--- src/rtl/tiny_language_lexer_top_assert.svh ---
// Assertion macros for the lexer top level.
`ifndef TINY_LANGUAGE_LEXER_TOP_ASSERT_SVH
`define TINY_LANGUAGE_LEXER_TOP_ASSERT_SVH
`ifndef NO_ASSERTIONS
// same-cycle implication
`define TLL_ASSERT_IMP(label, clk, rst_n, ante, cons) \
  label: assert property (@(posedge clk) disable iff (!rst_n) (ante) |-> (cons)) \
    else $error("lexer check failed");
// next-cycle implication
`define TLL_ASSERT_NXT(label, clk, rst_n, ante, cons) \
  label: assert property (@(posedge clk) disable iff (!rst_n) (ante) |=> (cons)) \
    else $error("lexer check failed");
`else
`define TLL_ASSERT_IMP(label, clk, rst_n, ante, cons)
`define TLL_ASSERT_NXT(label, clk, rst_n, ante, cons)
`endif
`endif

--- src/rtl/tll_pkg.sv ---
// Shared types, constants and character classes for the lexer.
`default_nettype none
package tll_pkg;

  localparam int MAX_LEXEME = 32;
  localparam int IDX_W      = $clog2(MAX_LEXEME);
  localparam int LEN_W      = $clog2(MAX_LEXEME + 1);
  localparam int NBANK      = 4;
  localparam int BANK_W     = $clog2(NBANK);
  localparam int CNT_W      = $clog2(NBANK + 1);
  localparam int MEM_AW     = BANK_W + IDX_W;
  localparam int MEM_DEPTH  = NBANK * (2 ** IDX_W);
  localparam int QDEPTH     = 4;
  localparam int QPTR_W     = $clog2(QDEPTH);
  localparam int QCNT_W     = $clog2(QDEPTH + 1);
  localparam int NWORD      = 8;
  localparam int WORD_MAX   = 6;

  localparam logic [4:0] KIND_WORD0  = 5'd9;
  localparam logic [4:0] KIND_ASSIGN = 5'd17;
  localparam logic [4:0] KIND_OTHER  = 5'd18;
  localparam logic [4:0] KIND_NUMBER = 5'd19;
  localparam logic [4:0] KIND_IDENT  = 5'd20;

  localparam logic [7:0] CH_LBRACE = 8'h7B;
  localparam logic [7:0] CH_RBRACE = 8'h7D;
  localparam logic [7:0] CH_COLON  = 8'h3A;
  localparam logic [7:0] CH_EQ     = 8'h3D;

  // reserved words, zero padded
  localparam logic [7:0] WORD_CHARS [NWORD][WORD_MAX] = '{
    '{8'h69, 8'h66, 8'h00, 8'h00, 8'h00, 8'h00},  // if
    '{8'h74, 8'h68, 8'h65, 8'h6E, 8'h00, 8'h00},  // then
    '{8'h65, 8'h6C, 8'h73, 8'h65, 8'h00, 8'h00},  // else
    '{8'h65, 8'h6E, 8'h64, 8'h00, 8'h00, 8'h00},  // end
    '{8'h72, 8'h65, 8'h70, 8'h65, 8'h61, 8'h74},  // repeat
    '{8'h75, 8'h6E, 8'h74, 8'h69, 8'h6C, 8'h00},  // until
    '{8'h72, 8'h65, 8'h61, 8'h64, 8'h00, 8'h00},  // read
    '{8'h77, 8'h72, 8'h69, 8'h74, 8'h65, 8'h00}   // write
  };
  localparam logic [LEN_W-1:0] WORD_LEN [NWORD] = '{
    LEN_W'(2), LEN_W'(4), LEN_W'(4), LEN_W'(3),
    LEN_W'(6), LEN_W'(5), LEN_W'(4), LEN_W'(5)
  };

  typedef enum logic [2:0] {
    M_START,
    M_COMMENT,
    M_NUM,
    M_ID,
    M_ASSIGN,
    M_SYMBOL
  } mode_t;

  // token descriptor passed from front to back
  typedef struct packed {
    logic [4:0]        kind;
    logic [LEN_W-1:0]  len;
    logic              trunc;
    logic              from_bank;
    logic [BANK_W-1:0] bank;
    logic [7:0]        ch;
  } tok_t;

  typedef struct packed {
    logic              en;
    logic [MEM_AW-1:0] addr;
    logic [7:0]        data;
  } mem_wr_t;

  typedef struct packed {
    logic [CNT_W-1:0] used;
    logic             pend;
  } fr_stat_t;

  function automatic logic is_dig(input logic [7:0] c);
    return c inside {[8'h30:8'h39]};
  endfunction

  function automatic logic is_let(input logic [7:0] c);
    return c inside {[8'h61:8'h7A], [8'h41:8'h5A]};
  endfunction

  function automatic logic is_ws(input logic [7:0] c);
    return c inside {8'h20, 8'h09, 8'h0A, 8'h0D, 8'h00};
  endfunction

  // {hit, symbol kind}
  function automatic logic [4:0] sym_lookup(input logic [7:0] c);
    logic [4:0] r;
    case (c)
      8'h2B:   r = 5'h10;  // +
      8'h2D:   r = 5'h11;  // -
      8'h2A:   r = 5'h12;  // *
      8'h2F:   r = 5'h13;  // /
      8'h3D:   r = 5'h14;  // =
      8'h3C:   r = 5'h15;  // <
      8'h28:   r = 5'h16;  // (
      8'h29:   r = 5'h17;  // )
      8'h3B:   r = 5'h18;  // ;
      default: r = 5'h00;
    endcase
    return r;
  endfunction

endpackage
`default_nettype wire

--- src/rtl/tll_front.sv ---
// Front end: scanner automaton, lexeme bank writes and token descriptors.
`default_nettype none
module tll_front (
  input  wire logic               clk,
  input  wire logic               rst_n,
  input  wire logic               in_valid,
  output logic                    in_ready,
  input  wire logic [7:0]         in_char_in,
  output logic                    push_vld,
  output tll_pkg::tok_t           push_tok,
  input  wire logic               q_room2,
  input  wire logic               bank_done,
  output tll_pkg::mem_wr_t        mem_wr,
  output tll_pkg::fr_stat_t       stat
);

  tll_pkg::mode_t                    mode_r, mode_nxt;
  logic [tll_pkg::LEN_W-1:0]         len_r, len_nxt;
  logic                              kw_r, kw_nxt;
  logic [3:0]                        sym_r, sym_nxt;
  logic                              ovf_r, ovf_nxt;
  logic [tll_pkg::NWORD-1:0]         match_r, match_nxt;
  logic [tll_pkg::BANK_W-1:0]        wbank_r, wbank_nxt;
  logic [tll_pkg::CNT_W-1:0]         used_r, used_nxt;
  logic                              pend_vld_r, pend_vld_nxt;
  tll_pkg::tok_t                     pend_tok_r, pend_tok_nxt;

  logic       accept;
  logic [7:0] c;
  logic       c_dig, c_let, c_ws, c_sym;
  logic [3:0] c_sym_code;
  logic [4:0] sym_hit;

  tll_pkg::mode_t sc_mode;
  logic           sc_app, sc_other;

  logic                       emit, do_sc, app_cur, handoff;
  logic [4:0]                 emit_kind, id_kind;
  logic [tll_pkg::LEN_W-1:0]  emit_len;
  logic [tll_pkg::BANK_W-1:0] sc_bank;
  tll_pkg::tok_t              desc1, inl_tok;

  assign c          = in_char_in;
  assign c_dig      = tll_pkg::is_dig(c);
  assign c_let      = tll_pkg::is_let(c);
  assign c_ws       = tll_pkg::is_ws(c);
  assign sym_hit    = tll_pkg::sym_lookup(c);
  assign c_sym      = sym_hit[4];
  assign c_sym_code = sym_hit[3:0];

  assign in_ready = !pend_vld_r && q_room2 &&
                    (used_r < tll_pkg::CNT_W'(tll_pkg::NBANK - 1));
  assign accept   = in_valid && in_ready;

  // what the start state does with the current character
  always_comb begin
    sc_mode  = tll_pkg::M_START;
    sc_app   = 1'b0;
    sc_other = 1'b0;
    if (c == tll_pkg::CH_LBRACE) begin
      sc_mode = tll_pkg::M_COMMENT;
    end else if (c == tll_pkg::CH_COLON) begin
      sc_app  = 1'b1;
      sc_mode = tll_pkg::M_ASSIGN;
    end else if (c_dig) begin
      sc_app  = 1'b1;
      sc_mode = tll_pkg::M_NUM;
    end else if (c_let) begin
      sc_app  = 1'b1;
      sc_mode = tll_pkg::M_ID;
    end else if (c_sym) begin
      sc_app  = 1'b1;
      sc_mode = tll_pkg::M_SYMBOL;
    end else if (!c_ws) begin
      sc_other = 1'b1;
    end
  end

  // reserved word test on the finished identifier
  always_comb begin
    id_kind = tll_pkg::KIND_IDENT;
    if (kw_r && !ovf_r) begin
      for (int k = tll_pkg::NWORD - 1; k >= 0; k--) begin
        if (match_r[k] && len_r == tll_pkg::WORD_LEN[k]) begin
          id_kind = tll_pkg::KIND_WORD0 + 5'(k);
        end
      end
    end
  end

  always_comb begin
    mode_nxt  = mode_r;
    len_nxt   = len_r;
    kw_nxt    = kw_r;
    sym_nxt   = sym_r;
    ovf_nxt   = ovf_r;
    match_nxt = match_r;
    wbank_nxt = wbank_r;
    emit      = 1'b0;
    emit_kind = tll_pkg::KIND_OTHER;
    emit_len  = len_r;
    do_sc     = 1'b0;
    app_cur   = 1'b0;
    mem_wr    = '0;

    case (mode_r)
      tll_pkg::M_COMMENT: begin
        if (c == tll_pkg::CH_RBRACE) mode_nxt = tll_pkg::M_START;
      end
      tll_pkg::M_NUM: begin
        if (c_dig) begin
          app_cur = 1'b1;
        end else begin
          emit      = 1'b1;
          emit_kind = c_let ? tll_pkg::KIND_OTHER : tll_pkg::KIND_NUMBER;
          do_sc     = 1'b1;
        end
      end
      tll_pkg::M_ID: begin
        if (c_let || c_dig) begin
          app_cur = 1'b1;
          if (c_dig) kw_nxt = 1'b0;
        end else begin
          emit      = 1'b1;
          emit_kind = id_kind;
          do_sc     = 1'b1;
        end
      end
      tll_pkg::M_ASSIGN: begin
        if (c == tll_pkg::CH_EQ) begin
          app_cur   = 1'b1;
          emit      = 1'b1;
          emit_kind = tll_pkg::KIND_ASSIGN;
          emit_len  = len_r + tll_pkg::LEN_W'(1);
        end else begin
          emit      = 1'b1;
          emit_kind = tll_pkg::KIND_OTHER;
          do_sc     = 1'b1;
        end
      end
      tll_pkg::M_SYMBOL: begin
        emit      = 1'b1;
        emit_kind = {1'b0, sym_r};
        do_sc     = 1'b1;
      end
      default: begin
        do_sc = 1'b1;
      end
    endcase

    // append to the lexeme being built
    if (app_cur) begin
      if (len_r < tll_pkg::LEN_W'(tll_pkg::MAX_LEXEME)) begin
        mem_wr.en   = 1'b1;
        mem_wr.addr = {wbank_r, len_r[tll_pkg::IDX_W-1:0]};
        len_nxt     = len_r + tll_pkg::LEN_W'(1);
        for (int k = 0; k < tll_pkg::NWORD; k++) begin
          match_nxt[k] = match_r[k] && (len_r < tll_pkg::LEN_W'(tll_pkg::WORD_MAX)) &&
                         (tll_pkg::WORD_CHARS[k][len_r[2:0]] == c);
        end
      end else begin
        ovf_nxt = 1'b1;
      end
    end

    sc_bank = emit ? wbank_r + tll_pkg::BANK_W'(1) : wbank_r;

    if (emit || do_sc) begin
      mode_nxt = tll_pkg::M_START;
      len_nxt  = '0;
      ovf_nxt  = 1'b0;
      kw_nxt   = 1'b0;
    end
    if (emit) wbank_nxt = sc_bank;

    if (do_sc) begin
      mode_nxt = sc_mode;
      if (sc_app) begin
        mem_wr.en   = 1'b1;
        mem_wr.addr = {sc_bank, {tll_pkg::IDX_W{1'b0}}};
        len_nxt     = tll_pkg::LEN_W'(1);
      end
      if (c_let) begin
        kw_nxt = 1'b1;
        for (int k = 0; k < tll_pkg::NWORD; k++) begin
          match_nxt[k] = (tll_pkg::WORD_CHARS[k][0] == c);
        end
      end
      if (c_sym) sym_nxt = c_sym_code;
    end
    mem_wr.data = c;
    mem_wr.en   = mem_wr.en && accept;
  end

  assign handoff = accept && emit;

  always_comb begin
    desc1.kind      = emit_kind;
    desc1.len       = emit_len;
    desc1.trunc     = ovf_r;
    desc1.from_bank = 1'b1;
    desc1.bank      = wbank_r;
    desc1.ch        = 8'h00;

    inl_tok.kind      = tll_pkg::KIND_OTHER;
    inl_tok.len       = tll_pkg::LEN_W'(1);
    inl_tok.trunc     = 1'b0;
    inl_tok.from_bank = 1'b0;
    inl_tok.bank      = '0;
    inl_tok.ch        = c;

    pend_vld_nxt = 1'b0;
    pend_tok_nxt = pend_tok_r;
    push_vld     = 1'b0;
    push_tok     = desc1;
    if (pend_vld_r) begin
      push_vld = 1'b1;
      push_tok = pend_tok_r;
    end else if (accept && emit) begin
      push_vld = 1'b1;
      // a second token from the same beat is held in the pending register and pushed in the next cycle
      if (do_sc && sc_other) begin
        pend_vld_nxt = 1'b1;
        pend_tok_nxt = inl_tok;
      end
    end else if (accept && do_sc && sc_other) begin
      push_vld = 1'b1;
      push_tok = inl_tok;
    end

    used_nxt = used_r + tll_pkg::CNT_W'(handoff) - tll_pkg::CNT_W'(bank_done);
  end

  always_ff @(posedge clk) begin
    if (!rst_n) begin
      mode_r <= tll_pkg::M_START;
    end else if (accept) begin
      mode_r <= mode_nxt;
    end
  end

  always_ff @(posedge clk) begin
    if (!rst_n) begin
      len_r      <= '0;
      kw_r       <= 1'b0;
      sym_r      <= '0;
      ovf_r      <= 1'b0;
      match_r    <= '0;
      wbank_r    <= '0;
      used_r     <= '0;
      pend_vld_r <= 1'b0;
    end else begin
      if (accept) begin
        len_r   <= len_nxt;
        kw_r    <= kw_nxt;
        sym_r   <= sym_nxt;
        ovf_r   <= ovf_nxt;
        match_r <= match_nxt;
        wbank_r <= wbank_nxt;
      end
      used_r     <= used_nxt;
      pend_vld_r <= pend_vld_nxt;
    end
  end

  always_ff @(posedge clk) begin
    pend_tok_r <= pend_tok_nxt;
  end

  assign stat.used = used_r;
  assign stat.pend = pend_vld_r;

endmodule
`default_nettype wire

--- src/rtl/tll_fifo.sv ---
// Token descriptor queue between front and back end.
`default_nettype none
module tll_fifo (
  input  wire logic          clk,
  input  wire logic          rst_n,
  input  wire logic          push_vld,
  input  wire tll_pkg::tok_t push_tok,
  input  wire logic          pop,
  output logic               head_vld,
  output tll_pkg::tok_t      head_tok,
  output logic               room2,
  output logic               full
);

  tll_pkg::tok_t               ent_r [tll_pkg::QDEPTH];
  logic [tll_pkg::QPTR_W-1:0]  wp_r, rp_r;
  logic [tll_pkg::QCNT_W-1:0]  cnt_r;
  logic                        do_push, do_pop;

  assign full     = (cnt_r == tll_pkg::QCNT_W'(tll_pkg::QDEPTH));
  assign room2    = (cnt_r <= tll_pkg::QCNT_W'(tll_pkg::QDEPTH - 2));
  assign head_vld = (cnt_r != '0);
  assign head_tok = ent_r[rp_r];
  assign do_push  = push_vld && !full;
  assign do_pop   = pop && head_vld;

  always_ff @(posedge clk) begin
    if (!rst_n) begin
      wp_r  <= '0;
      rp_r  <= '0;
      cnt_r <= '0;
    end else begin
      if (do_push) wp_r <= wp_r + tll_pkg::QPTR_W'(1);
      if (do_pop)  rp_r <= rp_r + tll_pkg::QPTR_W'(1);
      cnt_r <= cnt_r + tll_pkg::QCNT_W'(do_push) - tll_pkg::QCNT_W'(do_pop);
    end
  end

  always_ff @(posedge clk) begin
    if (do_push) ent_r[wp_r] <= push_tok;
  end

endmodule
`default_nettype wire

--- src/rtl/tll_back.sv ---
// Back end: lexeme banks and the result beat sequencer.
`default_nettype none
module tll_back (
  input  wire logic              clk,
  input  wire logic              rst_n,
  input  wire logic              head_vld,
  input  wire tll_pkg::tok_t     head_tok,
  output logic                   pop,
  output logic                   bank_done,
  input  wire tll_pkg::mem_wr_t  mem_wr,
  output logic                   out_valid,
  input  wire logic              out_ready,
  output logic [4:0]             out_token_kind,
  output logic [7:0]             out_lexeme_char,
  output logic [4:0]             out_char_index,
  output logic                   out_last,
  output logic                   out_truncated
);

  typedef struct packed {
    logic [4:0] kind;
    logic [4:0] idx;
    logic       last;
    logic       trunc;
    logic       inl;
    logic [7:0] ch;
  } beat_t;

  logic [7:0] mem [tll_pkg::MEM_DEPTH];
  logic [7:0] mem_q_r;

  logic                       act_r;
  tll_pkg::tok_t              cur_r;
  logic [tll_pkg::IDX_W-1:0]  idx_r;
  logic                       s1_vld_r;
  beat_t                      s1_r;
  logic                       out_vld_r;
  beat_t                      out_r;
  logic [7:0]                 out_ch_r;

  logic  s1_adv, issue, is_last;
  beat_t s1_in;

  assign s1_adv    = s1_vld_r && (!out_vld_r || out_ready);
  assign issue     = act_r && (!s1_vld_r || s1_adv);
  assign is_last   = (tll_pkg::LEN_W'(idx_r) + tll_pkg::LEN_W'(1)) == cur_r.len;
  assign pop       = !act_r && head_vld;
  assign bank_done = issue && is_last && cur_r.from_bank;

  always_comb begin
    s1_in.kind  = cur_r.kind;
    s1_in.idx   = 5'(idx_r);
    s1_in.last  = is_last;
    s1_in.trunc = cur_r.trunc;
    s1_in.inl   = !cur_r.from_bank;
    s1_in.ch    = cur_r.ch;
  end

  always_ff @(posedge clk) begin
    if (mem_wr.en) mem[mem_wr.addr] <= mem_wr.data;
    if (issue) mem_q_r <= mem[{cur_r.bank, idx_r}];
  end

  always_ff @(posedge clk) begin
    if (!rst_n) begin
      act_r     <= 1'b0;
      s1_vld_r  <= 1'b0;
      out_vld_r <= 1'b0;
    end else begin
      if (pop) begin
        act_r <= 1'b1;
      end else if (issue && is_last) begin
        act_r <= 1'b0;
      end
      if (issue) begin
        s1_vld_r <= 1'b1;
      end else if (s1_adv) begin
        s1_vld_r <= 1'b0;
      end
      if (s1_adv) begin
        out_vld_r <= 1'b1;
      end else if (out_ready) begin
        out_vld_r <= 1'b0;
      end
    end
  end

  always_ff @(posedge clk) begin
    if (pop) begin
      cur_r <= head_tok;
      idx_r <= '0;
    end else if (issue) begin
      idx_r <= idx_r + tll_pkg::IDX_W'(1);
    end
    if (issue) s1_r <= s1_in;
    if (s1_adv) begin
      out_r    <= s1_r;
      out_ch_r <= s1_r.inl ? s1_r.ch : mem_q_r;
    end
  end

  assign out_valid       = out_vld_r;
  assign out_token_kind  = out_r.kind;
  assign out_lexeme_char = out_ch_r;
  assign out_char_index  = out_r.idx;
  assign out_last        = out_r.last;
  assign out_truncated   = out_r.trunc;

endmodule
`default_nettype wire

--- src/rtl/tiny_language_lexer_top.sv ---
// Top level of the character-stream lexer for the small teaching language.
`default_nettype none
`include "tiny_language_lexer_top_assert.svh"
// One source byte per input beat; each token comes out as a run of beats, one per
// lexeme character, with last on the final one. The input side takes a byte every
// cycle while the descriptor queue has room for two entries and a free lexeme bank
// is left (four banks of 32 bytes); a byte that both ends a token and forms a
// one-character OTHER token stalls input while the second token is pushed. The
// output side gives one beat per cycle while out_ready is high, and the sequencer
// loads each token from the queue before its first beat, so it sets the sustained
// token rate. Numbers, identifiers, symbols and a lone colon are sent only after the
// byte that follows them arrives; assign goes out on its '=' and a one-byte OTHER on
// its own byte. Lexemes past 32 bytes are cut and flagged truncated.
module tiny_language_lexer_top (
  input  wire logic       clk,
  input  wire logic       rst_n,
  input  wire logic       in_valid,
  output logic            in_ready,
  input  wire logic [7:0] in_char_in,
  output logic            out_valid,
  input  wire logic       out_ready,
  output logic [4:0]      out_token_kind,
  output logic [7:0]      out_lexeme_char,
  output logic [4:0]      out_char_index,
  output logic            out_last,
  output logic            out_truncated
);

  logic              push_vld;
  tll_pkg::tok_t     push_tok;
  logic              q_room2, q_full, head_vld, pop, bank_done;
  tll_pkg::tok_t     head_tok;
  tll_pkg::mem_wr_t  mem_wr;
  tll_pkg::fr_stat_t fr_stat;

  tll_front u_front (
    .clk        (clk),
    .rst_n      (rst_n),
    .in_valid   (in_valid),
    .in_ready   (in_ready),
    .in_char_in (in_char_in),
    .push_vld   (push_vld),
    .push_tok   (push_tok),
    .q_room2    (q_room2),
    .bank_done  (bank_done),
    .mem_wr     (mem_wr),
    .stat       (fr_stat)
  );

  tll_fifo u_fifo (
    .clk      (clk),
    .rst_n    (rst_n),
    .push_vld (push_vld),
    .push_tok (push_tok),
    .pop      (pop),
    .head_vld (head_vld),
    .head_tok (head_tok),
    .room2    (q_room2),
    .full     (q_full)
  );

  tll_back u_back (
    .clk             (clk),
    .rst_n           (rst_n),
    .head_vld        (head_vld),
    .head_tok        (head_tok),
    .pop             (pop),
    .bank_done       (bank_done),
    .mem_wr          (mem_wr),
    .out_valid       (out_valid),
    .out_ready       (out_ready),
    .out_token_kind  (out_token_kind),
    .out_lexeme_char (out_lexeme_char),
    .out_char_index  (out_char_index),
    .out_last        (out_last),
    .out_truncated   (out_truncated)
  );

  // the queue never overflows
  `TLL_ASSERT_IMP(a_push_room, clk, rst_n, push_vld, !q_full)
  // a bank is only released after it was handed off
  `TLL_ASSERT_IMP(a_bank_cnt, clk, rst_n, bank_done, fr_stat.used != '0)
  // a held second token drains by the next cycle
  `TLL_ASSERT_NXT(a_pend_drain, clk, rst_n, fr_stat.pend, !fr_stat.pend)
  // a cut lexeme always ends at the full buffer length
  `TLL_ASSERT_IMP(a_trunc_len, clk, rst_n, out_valid && out_last && out_truncated,
                  out_char_index == 5'(tll_pkg::MAX_LEXEME - 1))

endmodule
`default_nettype wire
--- config.mk ---
export PLATFORM = sky130hd
export DESIGN_NAME = tiny_language_lexer_top
export DESIGN_NICKNAME = d
export VERILOG_FILES = /design/src/rtl/tll_pkg.sv /design/src/rtl/tll_front.sv /design/src/rtl/tll_fifo.sv /design/src/rtl/tll_back.sv /design/src/rtl/tiny_language_lexer_top.sv
export VERILOG_INCLUDE_DIRS = /design/src /design/src/rtl
export SDC_FILE = /design/constraint.sdc
export NUM_CORES = 1
export LEC_CHECK = 0
export BUFFER_PORTS_ARGS = -buffer_cell sky130_fd_sc_hd__buf_2
export CAP_MARGIN = 10
export CORE_ASPECT_RATIO = 0.9
export CORE_MARGIN = 4
export CORE_UTILIZATION = 48
export CTS_BUF_LIST = sky130_fd_sc_hd__clkbuf_16
export DETAILED_ROUTE_END_ITERATION = 10
export PLACE_DENSITY = 0.66
export SLEW_MARGIN = 15
export SYNTH_ARGS = -nofsm -noshare
export SYNTH_HDL_FRONTEND = slang
export SYNTH_HIERARCHICAL = 1
export SYNTH_SLANG_ARGS = --single-unit
--- constraint.sdc ---
create_clock -name clk -period 3.9 [get_ports clk]
set_input_delay 0.585 -clock clk [delete_from_list [all_inputs] [get_ports clk]]
set_output_delay 0.585 -clock clk [all_outputs]
set_load 0.03 [all_outputs]
==> metrics.md <==
| Metric | Value |
|---|---|
| Worst VDD drop | `0.387 mV` |
| Mean area per synthesized cell | `20.7 µm²` |
| CP Class | `reg2reg` |
| Power Dens Cells | `609 mW/mm²` |
| DR vias/cell | `6.01` |
| Clk_lat worst skew | `0.70 ns` |
| Core area | `0.102 mm²` |
| Status | `finished, final reports clean` |
| Tmin final | `3.69 ns` |
| Worst setup margin | `0.207 ns` |
| Synth Instances | `2411` |
| Slew margin rel. | `25.6%` |
| Overall routing resource usage | `21.0%` |
| DR vias | `24900` |
| CTS Buf Count | `121` |
| Logic pwr share | `21.6%` |
| Share of layout cells above drive strength 1 | `31.4%` |
| Mapped cell area | `0.0498 mm²` |
| DP Wirelength | `71.4 mm` |
| Fin Clk Skew | `0.0227 ns` |
| Port bufs | `33` |
| Clock Power Share | `33.3%` |
| Worst EP arrival | `4.10 ns` |
| Number of global-route vias before repair | `25200` |
| Crit-path max FO | `9` |
| Max-cap violations | `0` |
| DRC Markers | `0` |
| Global route overflow | `0` |
| Setup crit end kind | `flop` |
| RSZ-0062 raised after global routing | `false` |
| Data required, critical path | `4.30 ns` |
| Register share of total power | `45.1%` |
| Num ports | `34` |
| Hold buffer count at cts | `0` |
| CTS tree | `yes` |
| Period Utilization, post-route | `94.7%` |
| Root Driver | `clkbuf_16` |
| Resized Gates After CTS | `0` |
| Area delta synth->final | `14.8%` |
| Row count | `111` |
| Switching share of power | `26.5%` |
| Die area | `0.109 mm²` |
| Fmax | `271 MHz` |
| Fin. max-slew vios | `0` |
| Worst Tran Pin Value | `1.12 ns` |
| DR pass1 iterations | `5` |
| Yosys warnings | `6` |
| Largest net degree at the start of global routing | `108` |
| # nets final | `2715` |
| Clock Path Buffers | `3` |
| Clock Pin Slew Worst Setup and Hold Paths | `0.06 ns` |
| Pint | `25600 µW` |
| Initial DRC count | `2823` |
| Final Hold Viols | `0` |
| RePlAce Congestion | `0.873` |
| Post-DR wirelength/cell | `27.4 µm` |
| Mapped Nets | `2450` |
| Leak pwr | `0.0181 µW` |
| Total length of routed wires | `114 mm` |
| Worst Setup Slack post-DPL | `-0.0861 ns` |
| CTS sink count | `1242` |
| H-tree lvl count | `3` |
| Setup Viol. Count Final | `0` |
| Initial antenna violation count | `10` |
| First-pass GRT wire length | `170 mm` |
| DIE HEIGHT | `314 µm` |
| Worst min path class | `in2reg` |
| Switching power summed over all nets | `9220 µW` |
| Antenna Nets Post-Route | `0` |
| Chip Width | `348 µm` |
| Starting density of the core | `48.7%` |
| Power, Total | `34800 µW` |
| Postcts setup bufs | `0` |
| Worst Setup Start Kind | `flop` |
-- routing by layer --
layer	share of wire [%]	GRT usage, %
met5	0.023	0
met3	9.4	5.75
met1	41	30.3
met4	2.3	5.45
met2	47	32.2
-- critical path: stages (launching register included) --
cell,delay (ns)
dfxtp_1,0.40
o21ai_0,0.61
a22o_4,0.26
nand3_1,0.19
o21ai_0,0.22
a21o_1,0.31
nor2b_1,0.18
buf_4,0.13
nand2_1,0.31
nor2_1,0.51
buf_4,0.24
-- final timing paths --
kind / cells past startpoint / to / slack (ns) / startpoint
max: 10 / u_back/mem[45][0] / 0.21 / u_front/mode_r[1]
min: 3 / u_back/out_valid / 0.22 / out_ready
max reg2reg: 10 / u_back/mem[45][0] / 0.21 / u_front/mode_r[1]
min reg2reg: 0 / u_back/out_char_index[3] / 0.42 / u_back/s1_r[14]
-- per-stage QoR --
| stage | TNS, ns | hold slack, ns | util, % | area [µm²] | cells |
|---|---|---|---|---|---|
| 2_1_floorplan | 0 | 0.400 | - | 49800 | 2411 |
| 3_3_place_gp | -0.785 | 0.404 | 51.9 | 53100 | 3908 |
| 3_5_place_dp | -2.02 | 0.406 | 51.9 | 53100 | 3908 |
| 4_1_cts | 0 | 0.170 | 55.8 | 57100 | 4139 |
| 5_1_grt | 0 | 0.193 | 55.9 | 57200 | 4140 |
| 6_report | 0 | 0.224 | 55.9 | 57200 | 4142 |
-- final cells by class --
class / count / area (µm²)
Clock buffer: 121 / 3030
Fill cell: 7484 / 45200
Timing Repair Buffer: 290 / 2380
Inverter: 31 / 116
Sequential cell: 1242 / 36900
Tap cell: 1356 / 1700
Multi-Input combinational cell: 990 / 12100
Antenna cell: 2 / 5.00
Clock inverter: 110 / 976
-- layout by cell type, fill, tap and decap left out, types with 26 or more instances in the layout --
| master | count |
|---|---|
| inv_1 | 46 |
| mux4_2 | 356 |
| nand2_1 | 51 |
| dfxtp_1 | 42 |
| nor2_1 | 159 |
| clkbuf_16 | 121 |
| a21oi_1 | 26 |
| buf_4 | 244 |
| clkinv_1 | 27 |
| nor3_1 | 29 |
| o21ai_0 | 31 |
| nand3_1 | 35 |
| clkinv_2 | 29 |
| edfxtp_1 | 1196 |
-- sequential cells by signal, summed over array words and instances (netlist names), 3 cells and up, named ones only --
signal                  count
u_back/mem               1024
u_fifo/ent_r               92
u_back/cur_r               23
u_back/s1_r                21
u_back/mem_q_r              8
u_back/out_lexeme_char      8
u_front/match_r             8
u_front/pend_tok_r          8
u_front/len_r               6
u_back/idx_r                5
u_back/out_char_index       5
u_back/out_token_kind       5
u_front/sym_r               4
u_fifo/cnt_r                3
u_front/mode_r              3
u_front/used_r              3
-- power groups by stage --
stage	combinational [µW]	clock [µW]	sequential, µW
floorplan	5260	0	15800
global placement	7480	0	16000
detailed placement	7580	0	16000
CTS	7610	11800	15700
global route	7980	12400	15800
finish	7540	11600	15700
Note: power is estimated with default switching activity, not from simulation.
